## src/ois_pkg.sv

```systemverilog
package ois_pkg;

    localparam int UNIVERSE_DEF     = 256;
    localparam int CLUSTER_SIZE_DEF = 16;
    localparam int KEY_W            = 8;
    localparam int OP_W             = 3;

    typedef enum logic [OP_W-1:0] {
        OP_INSERT = 3'd0,
        OP_DELETE = 3'd1,
        OP_MEMBER = 3'd2,
        OP_SUCC   = 3'd3,
        OP_PRED   = 3'd4
    } op_t;

    // bit scan request: direction, and whether the start position is ignored
    typedef struct packed {
        logic up;
        logic all;
    } scan_ctl_t;

endpackage

```

## src/ois_ram.sv

```systemverilog
module ois_ram
#(
    parameter int WIDTH = 16,
    parameter int DEPTH = 16
)
(
    input  logic                     aclk,
    input  logic                     wr_en,
    input  logic [$clog2(DEPTH)-1:0] wr_addr,
    input  logic [WIDTH-1:0]         wr_data,
    input  logic                     rd_en,
    input  logic [$clog2(DEPTH)-1:0] rd_addr,
    output logic [WIDTH-1:0]         rd_data
);

    logic [WIDTH-1:0] mem_reg [DEPTH];
    logic [WIDTH-1:0] rd_data_reg;

    always_ff @(posedge aclk) begin
        if (wr_en) begin
            mem_reg[wr_addr] <= wr_data;
        end
        if (rd_en) begin
            rd_data_reg <= mem_reg[rd_addr];
        end
    end

    assign rd_data = rd_data_reg;

endmodule

```

## src/ois_scan.sv

```systemverilog
module ois_scan
    import ois_pkg::*;
#(
    parameter int WIDTH = 16
)
(
    input  logic [WIDTH-1:0]         vec,
    input  logic [$clog2(WIDTH)-1:0] pos,
    input  scan_ctl_t                ctl,
    output logic                     hit,
    output logic [$clog2(WIDTH)-1:0] idx
);

    localparam int PW = $clog2(WIDTH);

    // nearest set bit strictly above or below pos, or lowest / highest when all
    always_comb begin
        hit = 1'b0;
        idx = '0;
        if (ctl.up) begin
            for (int i = WIDTH - 1; i >= 0; i--) begin
                if (vec[i] && (ctl.all || (PW'(i) > pos))) begin
                    hit = 1'b1;
                    idx = PW'(i);
                end
            end
        end else begin
            for (int i = 0; i < WIDTH; i++) begin
                if (vec[i] && (ctl.all || (PW'(i) < pos))) begin
                    hit = 1'b1;
                    idx = PW'(i);
                end
            end
        end
    end

endmodule

```

## src/ordered_integer_set.sv

```systemverilog
// channel   direction  tdata        tuser
// s_        in         key [7:0]    opcode [2:0]
// m_        out        result_key   found
//
// insert, delete and member test go from transfer in through ST_WORD to ST_RESP; successor
// and predecessor may also pass through ST_SUM and ST_NEXT, set by the single cluster word
// read port and the shared bit scan, which serves the cluster word and the summary in turn.
// one request at a time: s_tready is high only while idle.
// reset clears the summary at once; a cluster whose summary bit is clear reads as empty.
// a stalled result holds in the output register until m_tready.
module ordered_integer_set
    import ois_pkg::*;
#(
    parameter int UNIVERSE     = UNIVERSE_DEF,
    parameter int CLUSTER_SIZE = CLUSTER_SIZE_DEF
)
(
    input  logic             aclk,
    input  logic             aresetn,
    input  logic             s_tvalid,
    output logic             s_tready,
    input  logic [KEY_W-1:0] s_tdata,   // key
    input  logic [OP_W-1:0]  s_tuser,   // opcode
    output logic             m_tvalid,
    input  logic             m_tready,
    output logic [KEY_W-1:0] m_tdata,   // result_key
    output logic             m_tuser    // found
);

    localparam int NUM_CLUSTERS = UNIVERSE / CLUSTER_SIZE;
    localparam int LW = $clog2(CLUSTER_SIZE);
    localparam int CW = $clog2(NUM_CLUSTERS);
    localparam int SW = (CLUSTER_SIZE > NUM_CLUSTERS) ? CLUSTER_SIZE : NUM_CLUSTERS;
    localparam int PW = $clog2(SW);

    typedef enum logic [4:0] {
        ST_IDLE = 5'b00001,
        ST_WORD = 5'b00010,
        ST_SUM  = 5'b00100,
        ST_NEXT = 5'b01000,
        ST_RESP = 5'b10000
    } state_t;

    state_t                  state_reg, state_next;
    op_t                     op_reg, op_next;
    logic                    inside_reg, inside_next;
    logic [CW-1:0]           hi_reg, hi_next;
    logic [LW-1:0]           lo_reg, lo_next;
    logic [CW-1:0]           nxt_reg, nxt_next;
    logic [NUM_CLUSTERS-1:0] summary_reg, summary_next;
    logic                    found_reg, found_next;
    logic [KEY_W-1:0]        rkey_reg, rkey_next;

    logic                    s_xfer;
    logic [31:0]             in_wide;
    logic [CW-1:0]           in_hi;
    logic [LW-1:0]           in_lo;
    logic                    in_inside;

    logic                    ram_we;
    logic [CLUSTER_SIZE-1:0] ram_wdata;
    logic                    ram_re;
    logic [CW-1:0]           ram_raddr;
    logic [CLUSTER_SIZE-1:0] ram_rdata;
    logic [CLUSTER_SIZE-1:0] word;
    logic [CLUSTER_SIZE-1:0] onehot;

    logic [SW-1:0]           scan_vec;
    logic [PW-1:0]           scan_pos;
    scan_ctl_t               scan_ctl;
    logic                    scan_hit;
    logic [PW-1:0]           scan_idx;

    function automatic logic [KEY_W-1:0] compose(input logic [CW-1:0] c,
                                                 input logic [LW-1:0] i);
        return KEY_W'((32'(c) << LW) | 32'(i));
    endfunction

    assign s_tready  = (state_reg == ST_IDLE);
    assign s_xfer    = s_tvalid && s_tready;
    assign m_tvalid  = (state_reg == ST_RESP);
    assign m_tdata   = rkey_reg;
    assign m_tuser   = found_reg;

    assign in_wide   = 32'(s_tdata);
    assign in_hi     = in_wide[LW +: CW];
    assign in_lo     = in_wide[0 +: LW];
    assign in_inside = in_wide < 32'(UNIVERSE);

    assign word      = ram_rdata & {CLUSTER_SIZE{summary_reg[hi_reg]}};
    assign onehot    = CLUSTER_SIZE'(1) << lo_reg;

    assign ram_re    = s_xfer || ((state_reg == ST_SUM) && scan_hit);
    assign ram_raddr = (state_reg == ST_SUM) ? CW'(scan_idx) : in_hi;

    ois_ram #(
        .WIDTH (CLUSTER_SIZE),
        .DEPTH (NUM_CLUSTERS)
    ) u_ram (
        .aclk    (aclk),
        .wr_en   (ram_we),
        .wr_addr (hi_reg),
        .wr_data (ram_wdata),
        .rd_en   (ram_re),
        .rd_addr (ram_raddr),
        .rd_data (ram_rdata)
    );

    always_comb begin
        scan_vec     = '0;
        scan_pos     = '0;
        scan_ctl.up  = (op_reg == OP_SUCC);
        scan_ctl.all = 1'b0;
        case (state_reg)
            ST_WORD: begin
                scan_vec = SW'(word);
                scan_pos = PW'(lo_reg);
            end
            ST_SUM: begin
                scan_vec     = SW'(summary_reg);
                scan_pos     = PW'(hi_reg);
                scan_ctl.all = !inside_reg;
            end
            ST_NEXT: begin
                scan_vec     = SW'(ram_rdata);
                scan_ctl.all = 1'b1;
            end
            default: begin
            end
        endcase
    end

    ois_scan #(
        .WIDTH (SW)
    ) u_scan (
        .vec (scan_vec),
        .pos (scan_pos),
        .ctl (scan_ctl),
        .hit (scan_hit),
        .idx (scan_idx)
    );

    always_comb begin
        state_next   = state_reg;
        op_next      = op_reg;
        inside_next  = inside_reg;
        hi_next      = hi_reg;
        lo_next      = lo_reg;
        nxt_next     = nxt_reg;
        summary_next = summary_reg;
        found_next   = found_reg;
        rkey_next    = rkey_reg;
        ram_we       = 1'b0;
        ram_wdata    = word;
        case (state_reg)
            ST_IDLE: begin
                if (s_xfer) begin
                    op_next     = op_t'(s_tuser);
                    inside_next = in_inside;
                    hi_next     = in_hi;
                    lo_next     = in_lo;
                    found_next  = 1'b0;
                    rkey_next   = s_tdata;
                    case (op_t'(s_tuser))
                        OP_INSERT, OP_DELETE, OP_MEMBER, OP_SUCC: begin
                            state_next = in_inside ? ST_WORD : ST_RESP;
                        end
                        OP_PRED: begin
                            state_next = in_inside ? ST_WORD : ST_SUM;
                        end
                        default: begin
                            state_next = ST_RESP;
                        end
                    endcase
                end
            end
            ST_WORD: begin
                state_next = ST_RESP;
                case (op_reg)
                    OP_INSERT: begin
                        ram_we               = 1'b1;
                        ram_wdata            = word | onehot;
                        summary_next[hi_reg] = 1'b1;
                        found_next           = 1'b1;
                    end
                    OP_DELETE: begin
                        ram_we               = 1'b1;
                        ram_wdata            = word & ~onehot;
                        summary_next[hi_reg] = |(word & ~onehot);
                        found_next           = 1'b1;
                    end
                    OP_MEMBER: begin
                        found_next = word[lo_reg];
                    end
                    OP_SUCC, OP_PRED: begin
                        if (scan_hit) begin
                            found_next = 1'b1;
                            rkey_next  = compose(hi_reg, LW'(scan_idx));
                        end else begin
                            state_next = ST_SUM;
                        end
                    end
                    default: begin
                    end
                endcase
            end
            ST_SUM: begin
                if (scan_hit) begin
                    nxt_next   = CW'(scan_idx);
                    state_next = ST_NEXT;
                end else begin
                    state_next = ST_RESP;
                end
            end
            ST_NEXT: begin
                found_next = 1'b1;
                rkey_next  = compose(nxt_reg, LW'(scan_idx));
                state_next = ST_RESP;
            end
            ST_RESP: begin
                if (m_tready) begin
                    state_next = ST_IDLE;
                end
            end
            default: begin
                state_next = ST_IDLE;
            end
        endcase
    end

    always_ff @(posedge aclk) begin
        if (!aresetn) begin
            state_reg   <= ST_IDLE;
            summary_reg <= '0;
        end else begin
            state_reg   <= state_next;
            summary_reg <= summary_next;
        end
    end

    always_ff @(posedge aclk) begin
        op_reg     <= op_next;
        inside_reg <= inside_next;
        hi_reg     <= hi_next;
        lo_reg     <= lo_next;
        nxt_reg    <= nxt_next;
        found_reg  <= found_next;
        rkey_reg   <= rkey_next;
    end

endmodule

```

## config.mk

```make
export PLATFORM = sky130hd
export DESIGN_NAME = ordered_integer_set
export DESIGN_NICKNAME = d
export VERILOG_FILES = /design/src/ois_pkg.sv /design/src/ois_ram.sv /design/src/ois_scan.sv /design/src/ordered_integer_set.sv
export SDC_FILE = /design/constraint.sdc
export NUM_CORES = 1
export LEC_CHECK = 0
export ABC_AREA = 1
export BUFFER_PORTS_ARGS = -buffer_cell sky130_fd_sc_hd__buf_4
export CAP_MARGIN = 20
export CORE_MARGIN = 2
export CORE_UTILIZATION = 30
export DETAILED_ROUTE_END_ITERATION = 7
export PLACE_DENSITY_LB_ADDON = 0.2
export SYNTH_ARGS = -nofsm -noshare
export SYNTH_HDL_FRONTEND = slang
export SYNTH_HIERARCHICAL = 1
export SYNTH_SLANG_ARGS = --single-unit
```

## constraint.sdc

```tcl
create_clock -name aclk -period 3.8 [get_ports aclk]
set_input_delay 0.19 -clock aclk [delete_from_list [all_inputs] [get_ports aclk]]
set_output_delay 0.19 -clock aclk [all_outputs]
set_load 0.005 [all_outputs]
```

; ---- Word level (Yosys, flattened, before mapping)
; Memories as Yosys holds them, arrays and structs flattened. A register that Yosys moved wholly into a read port is not among the register bits.
; Cells that the tools add are included.
[totals]
ff_bits = 46
n_memories = 1
out_inout_bits = 11
elab_cells = 256
ramBits = 256
[memory_table]
columns = name, words, word_bits, read_ports, rd_clocked_by_memory_dff, write_ports, line
row1 = u_ram.mem_reg, 16, 16, 1, 1, 1, ois_ram.sv:16  ; logic [WIDTH-1:0] mem_reg [DEPTH];
[op_classes]
shifts = 1
n_eq_ne = 19
n_bitwise = 7
mux = 100
reduce_logical = 83
n_lt_le_gt_ge = 36
[ops]
columns = op, count
row1 = $mux W4, 26
row2 = $pmux W16 S2, 2
row3 = $pmux W16 S3, 1
row4 = $mux W1, 43
row5 = $logic_and A1 B1 Y1, 35
row6 = $logic_or A1 B1 Y1, 33
row7 = $and A16 B16 Y16, 2
row8 = $gt A4 B4 Y1 const A, 8
row9 = $lt A4 B4 Y1 const A, 8
row10 = $or A16 B16 Y16, 2
row11 = $mux W5, 6
row12 = $pmux W5 S5, 1
row13 = $mux W8, 3
row14 = $pmux W8 S3, 1
row15 = $bwmux W16, 1
row16 = $gt A3 B4 Y1 const A, 4
row17 = $lt A3 B4 Y1 const A, 4
row18 = $mux W16, 1
row19 = $not A16 Y16, 1
row20 = $or A8 B4 Y8, 2
row21 = $reduce_or A16 Y1, 1
row22 = $shl A1 B4 Y16 const A, 1
row23 = $mux W3, 5
row24 = $eq A3 B2 Y1 const B, 4
row25 = 33 further kinds, 51

; ---- Depth between registers and ports, before layout
[depth]
depth_word = 26
ltp_mapped = 41

; ---- Cells and area by module
; The synthesis kept the hierarchy.
[by_module_without_submodules]
columns = module, cells_per_inst, area_per_inst_um2, instances, seq_area_each_um2
row1 = ois_ram, 1074, 11541.1, 1, 8167.8
row2 = ordered_integer_set, 549, 3552.2, 1, 1141.1
row3 = ois_scan, 158, 695.7, 1, 0.0

; ---- Worst setup path after synthesis
; Ideal clock, no wire load.
[synth_path]
path_kind = flip-flop to flip-flop
start = register state_reg[0]
end = register u_ram.rd_data_reg[0], in the netlist u_ram/rd_data[0], read port of u_ram.mem_reg, enable pin
t_arrival_ns = 3.482
setup_time_ns = 0.411
setup_slack_ns = -0.093
stages_incl_launch_ff = 17
n_path_buf = 1
path_cell_list = dfxtp_1 -> nor2_1 -> nand2_1 -> nor3_2 -> nor2_1 -> inv_2 -> o21ai_2 -> buf_2 -> o22ai_1 -> o21ai_0 -> nand2_1 -> nor2_1 -> nand2_1 -> o22ai_1 -> inv_1 -> inv_1 -> o21ai_0
[synth_rtl]
columns = element, line
row1 = from (decl), ordered_integer_set.sv:44  ; state_t state_reg, state_next;
row2 = from (signal assigned), ordered_integer_set.sv:236  ; state_reg <= state_next;
row3 = to (decl), ois_ram.sv:17  ; logic [WIDTH-1:0] rd_data_reg;

; ---- Worst setup path after layout
[layout_path]
start = register hi_reg[0]
end = register u_ram.rd_data_reg[9], in the netlist u_ram/rd_data[9], read port of u_ram.mem_reg (data pin)
[layout_between]
elab_cells_between_ends = 169
[layout_rtl]
columns = element, line
row1 = from (decl), ordered_integer_set.sv:47  ; logic [CW-1:0] hi_reg, hi_next;
row2 = from (signal assigned), ordered_integer_set.sv:244  ; hi_reg <= hi_next;
row3 = $bmux W1 S4 (*), ordered_integer_set.sv:90  ; assign word = ram_rdata & {CLUSTER_SIZE{summary_reg[hi_reg]}};
row4 = $mux W1 (implied by the code) (*), ordered_integer_set.sv:90
row5 = $and A16 B16 Y16 (*), ordered_integer_set.sv:90
row6 = $pmux W16 S3 (*), ordered_integer_set.sv:114  ; case (state_reg)
row7 = net scan_vec[10], ordered_integer_set.sv:68  ; logic [SW-1:0] scan_vec;
row8 = $logic_and A1 B1 Y1, ois_scan.sv:22  ; if (vec[i] && (ctl.all || (PW'(i) > pos))) begin
row9 = $mux W4 (11 in a row), ois_scan.sv:22
row10 = $mux W4 (*), ois_scan.sv:20  ; if (ctl.up) begin
row11 = net scan_idx[1], ordered_integer_set.sv:72  ; logic [PW-1:0] scan_idx;
row12 = $mux W4 (*), ordered_integer_set.sv:94  ; assign ram_raddr = (state_reg == ST_SUM) ? CW'(scan_idx) : in_hi;
row13 = net ram_raddr[1], ordered_integer_set.sv:63  ; logic [CW-1:0] ram_raddr;
; Mark *: on every way through the listed nets, which the timed path passes. The rest lies on a longest branch. The select of a mux whose other input is x is not followed.
; A chain may end at the register's enable or synchronous reset.

==> impl_metrics.json <==
{
  "status": "finished, violations left",
  "failed_checks": "negative setup slack",
  "vias": 12750,
  "largest_reg_flops": 256,
  "area_growth_pct": 26.26,
  "antenna_found_initial": 0,
  "clk_path_buf_depth": 3,
  "synth_area_per_cell_um2": 8.865,
  "final_util_pct": 38.09,
  "cts_tree": "yes",
  "synthFlopType": "edfxtp_1",
  "yosysMostFrequentCell": "nand2_1",
  "ys_seq_area_share_pct": 58.96,
  "gp_congestion": 0.8927,
  "detail-route-antenna-nets": 0,
  "cp_top_family": "buffers and inverters",
  "peakVddDrop_mv": 0.2633,
  "avgRoutedWirePerCell_um": 18.73,
  "antenna_cells": 0,
  "synth-edff-count": 296,
  "grt_pass1_vias": 12420,
  "drt_iter0_drc": 1073,
  "period_needed_ns": 3.872,
  "drv_slew": 0,
  "die_w_um": 233.4,
  "grt_usage_pct": 18.23,
  "die_area_um2": 54480,
  "place_inst": 2578,
  "crit_top_cell": "nand2_1",
  "yosys-top-cells-area": "edfxtp_1 (56%), nand2_1 (13%), inv_1 (7.2%), nand3_1 (6.7%), dfxtp_1 (2.7%)",
  "initial_core_util_pct": 30.17,
  "powerDensity_nw_per_um2": 402.5,
  "coreArea_um2": 52340,
  "ios": 26,
  "grt_pass1_wl_mm": 74.30,
  "hold_viol": 0,
  "final_cell_count_no_fill": 2690,
  "clk_pin_slew_ns": 0.06,
  "io_buffers": 25,
  "dp_hpwl_mm": 31.24,
  "grt_setup_unrepaired": "yes",
  "worstPathRequired_ns": 4.10,
  "setup_ws_ns": -0.07166,
  "drc": 0,
  "hold_class": "in2reg",
  "ys_types": 43,
  "place_ws_ns": -0.3027,
  "cp.arrival_ns": 4.17,
  "yosys_warnings": 6,
  "synth-async-reset-ratio_pct": 0,
  "min_period_over_period_pct": 101.9,
  "cts_made_buffers": 38,
  "drt-vias-per-instance": 4.741,
  "clock_latency_ns": 0.55,
  "cp.buffers_inverters": 9,
  "netlist_instances": 1781,
  "crit_path_start_kind": "register",
  "maxSlewHeadroom_pct": 47.33,
  "worstSetupPathType": "reg2reg",
  "htree_num_levels": 2,
  "cp_slowest_stage_delay_ns": 0.44,
  "drt-pass1-iter-count": 7,
  "timing.fmax_mhz": 258.3,
  "die_h_um": 233.4,
  "leakagePower_nw": 8.657,
  "maxCapViolCount": 0,
  "layout.nets": 1992,
  "routed_wl_mm": 50.40,
  "yosysTopAreaCellShare_pct": 56.30,
  "synthTopCellsByCount": "nand2_1 (538), inv_1 (301), edfxtp_1 (296)",
  "endpoint_kind": "register",
  "grt-ovfl-total": 0,
  "drive_gt1_share_pct": 19.53,
  "syn-num-nets": 1796,
  "syn_area_um2": 15790,
  "fin_skew_ns": 0.008739,
  "cts_sinks": 317,
  "grt_max_degree": 53,
  "worstPathMaxFanout": 34,
  "worstMarginPinSlew_ns": 0.7892,
  "cts-root-buf": "clkbuf_16",
  "rows": 84,
  "setup_violations": 13,
  "yosysTopAreaCell": "edfxtp_1",
  "slowest_stage": "edfxtp_1",
  "ys_ff_latch": 317
}
-- cells by family (layout without fill, tap and decap cells) --
family          count (synthesis)  after routing  share of synthesized area, %
flops                         317            317                         58.96
compound gates                165            165                         6.443
buf+inv                       393            614                         10.32
simple gates                  906            906                         24.28
-- through the flow --
step | instance area [µm²] | power (W) | hold WS (ns) | setup TNS, ns
floorplan | 15790 | 0.004283 | 0.2889 | 0
global placement | 17880 | 0.004576 | 0.3836 | -4.596
detailed placement | 17880 | 0.004577 | 0.3833 | -4.414
CTS | 19470 | 0.008073 | 0.08738 | 0
global route | 19940 | 0.008332 | 0.1728 | -5.645
finish | 19940 | 0.008025 | 0.1186 | -0.2708
-- routing by layer --
metal	global-route usage [%]	wire, µm	part of all wire (%)
met5	0	0	0
met4	5.914	1505	3.0
met3	2.905	2428	4.8
met2	30.68	24040	48
met1	23.95	22430	44
-- path summary, 6_finish.rpt --
check                                    start          endpoint  slack, ns  cells after the start
worst max-delay path                 hi_reg[0]  u_ram/rd_data[9]      -0.07                     29
worst min-delay path                  s_tvalid      state_reg[2]       0.12                      5
worst max register to register       hi_reg[0]  u_ram/rd_data[9]      -0.07                     29
worst min register to register  summary_reg[5]    summary_reg[5]       0.60                      2
-- tightest hold or removal path, stage by stage --
cell and delay (ns):
buf_4 0.11, nor2_1 0.09, inv_1 0.08, nand2_1 0.09
nor4_1 0.05
-- layout make-up --
type                            instances  area (µm²)
Timing Repair Buffer                  231        2227
Multi-Input combinational cell       1071        5180
Fill cell                            5297       32400
Clock inverter                         18       137.6
Sequential cell                       317        9309
Tap cell                              688       860.8
Inverter                              318        1215
Clock buffer                           47        1006
-- where the power goes --
part / total, W / switching (W) / internal [W] / leakage (nW)
registers: 0.00388 / 0.0000421 / 0.00384 / 2.72
logic: 0.000722 / 0.000447 / 0.000275 / 5.39
clock network: 0.00342 / 0.00142 / 0.00200 / 0.553
-- placed cells by master, fill, tap and decap left out, types with 15 or more instances in the layout --
cell,count
nor2_2,25
edfxtp_1,296
clkbuf_16,45
dfxtp_1,21
o21ai_0,51
nand3_1,196
buf_12,17
inv_1,300
nand2_1,526
nor2_1,85
nor3_1,25
o22ai_1,15
a21oi_1,27
nand2_2,16
nand3_2,17
buf_4,176
-- timing repair --
action / in CTS / in global routing
hold buffers: 14 / 0
buffers inserted: 11 / 8
endpoints found under the setup margin: 16 / 16
cloned: 3 / 10
gates resized for setup: 37 / 45
endpoints found under the hold margin: 25 / 0
pin swaps: 3 / 26
Note: power is estimated with default switching activity, not from simulation.
